$ cat src/design/dkes_pkg.sv
// Package: record type, key function, sequencer states and defaults.
package dkes_pkg;

    localparam int DKES_MAX_ENTRIES = 64;
    localparam int DKES_KEY_W       = 23;

    typedef struct packed {
        logic [13:0] year;
        logic [3:0]  month;
        logic [4:0]  day;
        logic [15:0] tag;
        logic [1:0]  status;
    } rec_t;

    typedef enum logic [2:0] {
        ST_IDLE,
        ST_SORT_LI,
        ST_SORT_CMP,
        ST_SORT_WI,
        ST_OUT_RD,
        ST_OUT_LD
    } dkes_state_t;

    function automatic logic [DKES_KEY_W-1:0] rec_key(input rec_t r);
        rec_key = {r.year, r.month, r.day};
    endfunction

endpackage

$ cat src/design/dkes_store.sv
// Record store: single write port, single registered read port.
module dkes_store
    import dkes_pkg::*;
#(
    parameter int DEPTH = DKES_MAX_ENTRIES,
    localparam int AW   = (DEPTH > 1) ? $clog2(DEPTH) : 1
)
(
    input  logic          clk,
    input  logic          wr_en,
    input  logic [AW-1:0] wr_addr,
    input  rec_t          wr_data,
    input  logic [AW-1:0] rd_addr,
    output rec_t          rd_data
);

    rec_t mem [DEPTH];
    rec_t rd_data_reg;

    always_ff @(posedge clk)
    begin
        if (wr_en)
        begin
            mem[wr_addr] <= wr_data;
        end
    end

    always_ff @(posedge clk)
    begin
        rd_data_reg <= mem[rd_addr];
    end

    assign rd_data = rd_data_reg;

endmodule

$ cat config.mk
export PLATFORM = sky130hd
export DESIGN_NAME = dkes_store
export DESIGN_NICKNAME = d
export VERILOG_FILES = /design/src/design/dkes_pkg.sv /design/src/design/dkes_store.sv
export SDC_FILE = /design/constraint.sdc
export NUM_CORES = 2
export LEC_CHECK = 0
export ABC_AREA = 1
export BUFFER_PORTS_ARGS = -buffer_cell sky130_fd_sc_hd__buf_2
export CAP_MARGIN = 5
export CORE_ASPECT_RATIO = 1.75
export CORE_MARGIN = 2
export CORE_UTILIZATION = 40
export CTS_BUF_LIST = sky130_fd_sc_hd__clkbuf_4
export CTS_CLUSTER_SIZE = 8
export DETAILED_ROUTE_END_ITERATION = 7
export GPL_ROUTABILITY_DRIVEN = 0
export PLACE_DENSITY = 0.54
export SLEW_MARGIN = 5
export SYNTH_ARGS = -nofsm -noshare
export SYNTH_HDL_FRONTEND = slang
export SYNTH_SLANG_ARGS = --single-unit
$ cat constraint.sdc
create_clock -name clk -period 11.5 [get_ports clk]
set_input_delay 2.3 -clock clk [delete_from_list [all_inputs] [get_ports clk]]
set_output_delay 2.3 -clock clk [all_outputs]
set_load 0.03 [all_outputs]
* After elaboration in Yosys (flattened, before gate mapping) *
Memories as Yosys holds them, arrays and structs flattened. A register that Yosys moved wholly into a read port is not among the register bits.
Index checks and enable logic that the tools add are counted.

operators by class
  multiplexer cells = 2

operators with widths
  operator           count
  two-way mux 1 bit  2

word-level totals
  bits of input ports = 55
  bits in registers = 0
  memories kept = 1
  RAM bits = 2624
  word-level logic and storage cells = 3

memory list
  memory  words  bits a word  read ports  clocked after memory_dff  wr ports  RTL line          RTL
  mem     64     41           1           1                         1         dkes_store.sv:17  rec_t mem [DEPTH];

* Logic depth before layout (Yosys ltp) *
  depth in word-level cells = 2
  depth in mapped cells = 13

* Least setup slack after synthesis *
No wires, ideal clock.

  path type = input to register
  start = input wr_en
  end = memory mem[48][0] in the netlist's numbering, enable pin
  path buffers = 1
  data required time = 10.957 ns
  data arrival time = 6.774 ns
  stages on the path = 3
  slack = 4.184 ns
  cells stage by stage = clkbuf_1 -> nand4_1 -> nor4_1

between the ends
  word-level cells in the longest chain between the ends = 2

ends and longest elaborated chain
  item                                     RTL line          RTL
  start, declared                          dkes_store.sv:10  input logic wr_en,
  two-way mux 1 bit                        dkes_store.sv:22  if (wr_en)
  two-way mux 1 bit (implied by the code)  dkes_store.sv:24  mem[wr_addr] <= wr_data;
  end, declared                            dkes_store.sv:17

No other way between the ends.

==> impl_results.md <==
- Post-synth net total: 8695
- Worst Skew: 139 ps
- Die Ht: 685 um
- Crit path launch type: input port
- Clock-pin slew on the worst setup and hold paths: 60 ps
- Max VDD drop: 0.0840 mV
- Total wire length: 358000 um
- Hold Violations, Final: 0
- Worst-Margin Slew: 1240 ps
- Vias per Instance: 5.60
- Nets: 8982
- Max Cap Viol: 0
- Detailed placement HPWL: 182000 um
- Std-Cell Rows: 250
- CTS Sinks: 2665
- Syn-to-layout area delta: 10.9%
- Largest net degree at the start of global routing: 179
- Worst Hold Class: register to register
- Syn. warnings: 0
- Drt initial violations: 7246
- Fillers: 24.3k
- FMAX: 185 MHz
- Die width: 393 um
- Max-Slew Margin vs Limit: 17.1%
- FF-to-FF Start: mem[63][15]
- RSZ-0062 raised after global routing: no
- Worst EP required: 12730 ps
- CTS buffer count: 604
- DR pass1 iterations: 6
- Largest register FFs: 2624
- Vias in the first global route: 71.0k
- CTS root buf: clkbuf_4
- Synth area leaders: edfxtp_1, nand3_1, nand2_1, buf_2, dfxtp_1
- DRC violations left: 0
- Post-layout util: 44.5%
- R2R Setup Slk: 9840 ps
- Critical path type: input port to register
- Clk_lat worst skew: 1370 ps
- Total congestion overflow: 0
- Status: completed
- I/O pin count: 96
- Initial antenna violation count: 27
- Die ar.: 269000 um2
- Worst Hold Launch: mem[23][0]
- Setup violators final: 0
- DR WL/cell: 27.7 um
- Post-synthesis sequential area ratio: 75.1%
- Min cycle time layout: 5400 ps
- Fin crit share: 47.0%
- Top cell type by total area after synthesis: edfxtp_1
- Yosys top cell area share: 74.3%
- Leak: 41.6 nW
- Average size of a mapped cell: 12.3 um2
- Netlist cell types: 16
- Critical R2R Capture: rd_data[15]
- FF+latch count, synth: 2665
- Crit path DAT: 6630 ps
- # Post-CTS Setup Buffers: 0
- Core box area: 264000 um2
- Fin. max-slew vios: 0
- CTS tree: built
- First-pass GRT wire length: 506000 um
- CP startpoint: rd_addr[0]
- CP endpoint kind: register
- Remaining antenna violation count: 0
- IO Port Bufs: 95
- CTS resizes: 0
- Clk buf depth: 4
- Hold-fix buffers, CTS: 0
- Power Density: 166 nW/um2
- Hold depth: 8
- Hold Path Sink: rd_data[0]
- Initial Util: 40.1%
- Syn Inst Count: 8640
- Total track usage: 26.3%
- Vias: 72.4k
- Share of post-route cells with drive strength above 1: 13.7%
- CP max FO: 114
- Max H-tree Level: 6
- Setup TNS: 0 ps
- Cell area after synthesis: 106000 um2
- Worst Reg-to-Reg Cells: 8
power by group:
part / internal, W / leakage (nW) / total [W] / switching (W)
registers: 0.0107 / 24.0 / 0.0108 / 0.0000506
clock network: 0.00381 / 4.62 / 0.00754 / 0.00373
logic: 0.000274 / 13.0 / 0.00122 / 0.000943
layout by cell type, fill, tap and decap left out:
cell        Yosys  final
inv_16          0      1
inv_8           0      3
buf_12          0     16
dfxtp_1        41     41
nand4_1         9      9
buf_2         330     89
buf_8           1      4
nor4_2          0      8
clkinv_1        0    102
buf_4          56    146
nor2_4          0     56
buf_6          29      1
inv_1           9      6
clkinv_2        0     16
diode_2         0     19
bufinv_16       0      9
inv_2           2     21
nand3_1      2448   2448
clkbuf_4        0    910
edfxtp_1     2624   2624
inv_6           0      1
clkinvlp_4      0      5
nand2_1      2867   2867
logic make-up after synthesis:
kind of cell / count (synthesis) / share of synthesized area [%]
buffers and inverters: 587 / 2.88
flip-flops: 2665 / 75.1
AND/OR/NAND/NOR: 5388 / 22.0
worst max path at each step:
stage | to | depth (start not counted)
final | rd_data[18] | 12
after global routing | rd_data[18] | 12
after CTS | rd_data[18] | 12
after detailed placement | rd_data[18] | 12
after global placement | rd_data[18] | 12
after floorplan | mem[48][0] | 3
critical path, stage by stage:
cell,delay [ps]
buf_8,540
buf_4,620
buf_4,840
buf_4,910
nand2_1,100
nand3_1,120
nand3_1,130
nand3_1,130
nand3_1,110
nand2_1,180
nand2_1,150
nand2_1,190
metal layers:
layer / wire length (um) / part of all wire (%) / vias up / track usage (%)
met5: 47 / 0.013 / - / 0
met3: 24400 / 6.8 / 903 / 4.11
li1: - / - / 31800 / -
met2: 185000 / 52 / 3242 / 46.2
met1: 130000 / 36 / 36500 / 31.0
met4: 18600 / 5.2 / 6 / 13.2
per-stage QoR:
stage / hold WS (ps) / total power (W) / setup WS (ps) / instance area (um2) / instances
6_report: 777 / 0.0196 / 6100 / 118000 / 12900
5_1_grt: 853 / 0.0202 / 6030 / 118000 / 12900
4_1_cts: 799 / 0.0197 / 6300 / 118000 / 12900
3_5_place_dp: 780 / 0.0122 / 4820 / 110000 / 11800
3_3_place_gp: 774 / 0.0122 / 4850 / 110000 / 11800
2_1_floorplan: 721 / 0.0117 / 4180 / 106000 / 8640
cells in the mapped netlist (all sizes together):
cell	count
buf	480
clkbuf	95
dfxtp	41
edfxtp	2624
inv	12
nand2	2867
nand3	2448
nand4	9
nor2	56
nor4	8
area by class of cell:
class / count / area (um2) / area share (%)
antenna: 19 / 47.5 / 0.0404
inverter: 12 / 88.8 / 0.0756
clock buffer: 910 / 6830 / 5.81
sequential: 2665 / 79600 / 67.7
timing repair buffer: 256 / 1930 / 1.64
tap: 3528 / 4410 / 3.75
multi-input combinational: 5388 / 23800 / 20.2
clock inverter: 152 / 846 / 0.719
Power figures use the tool's default switching activity.
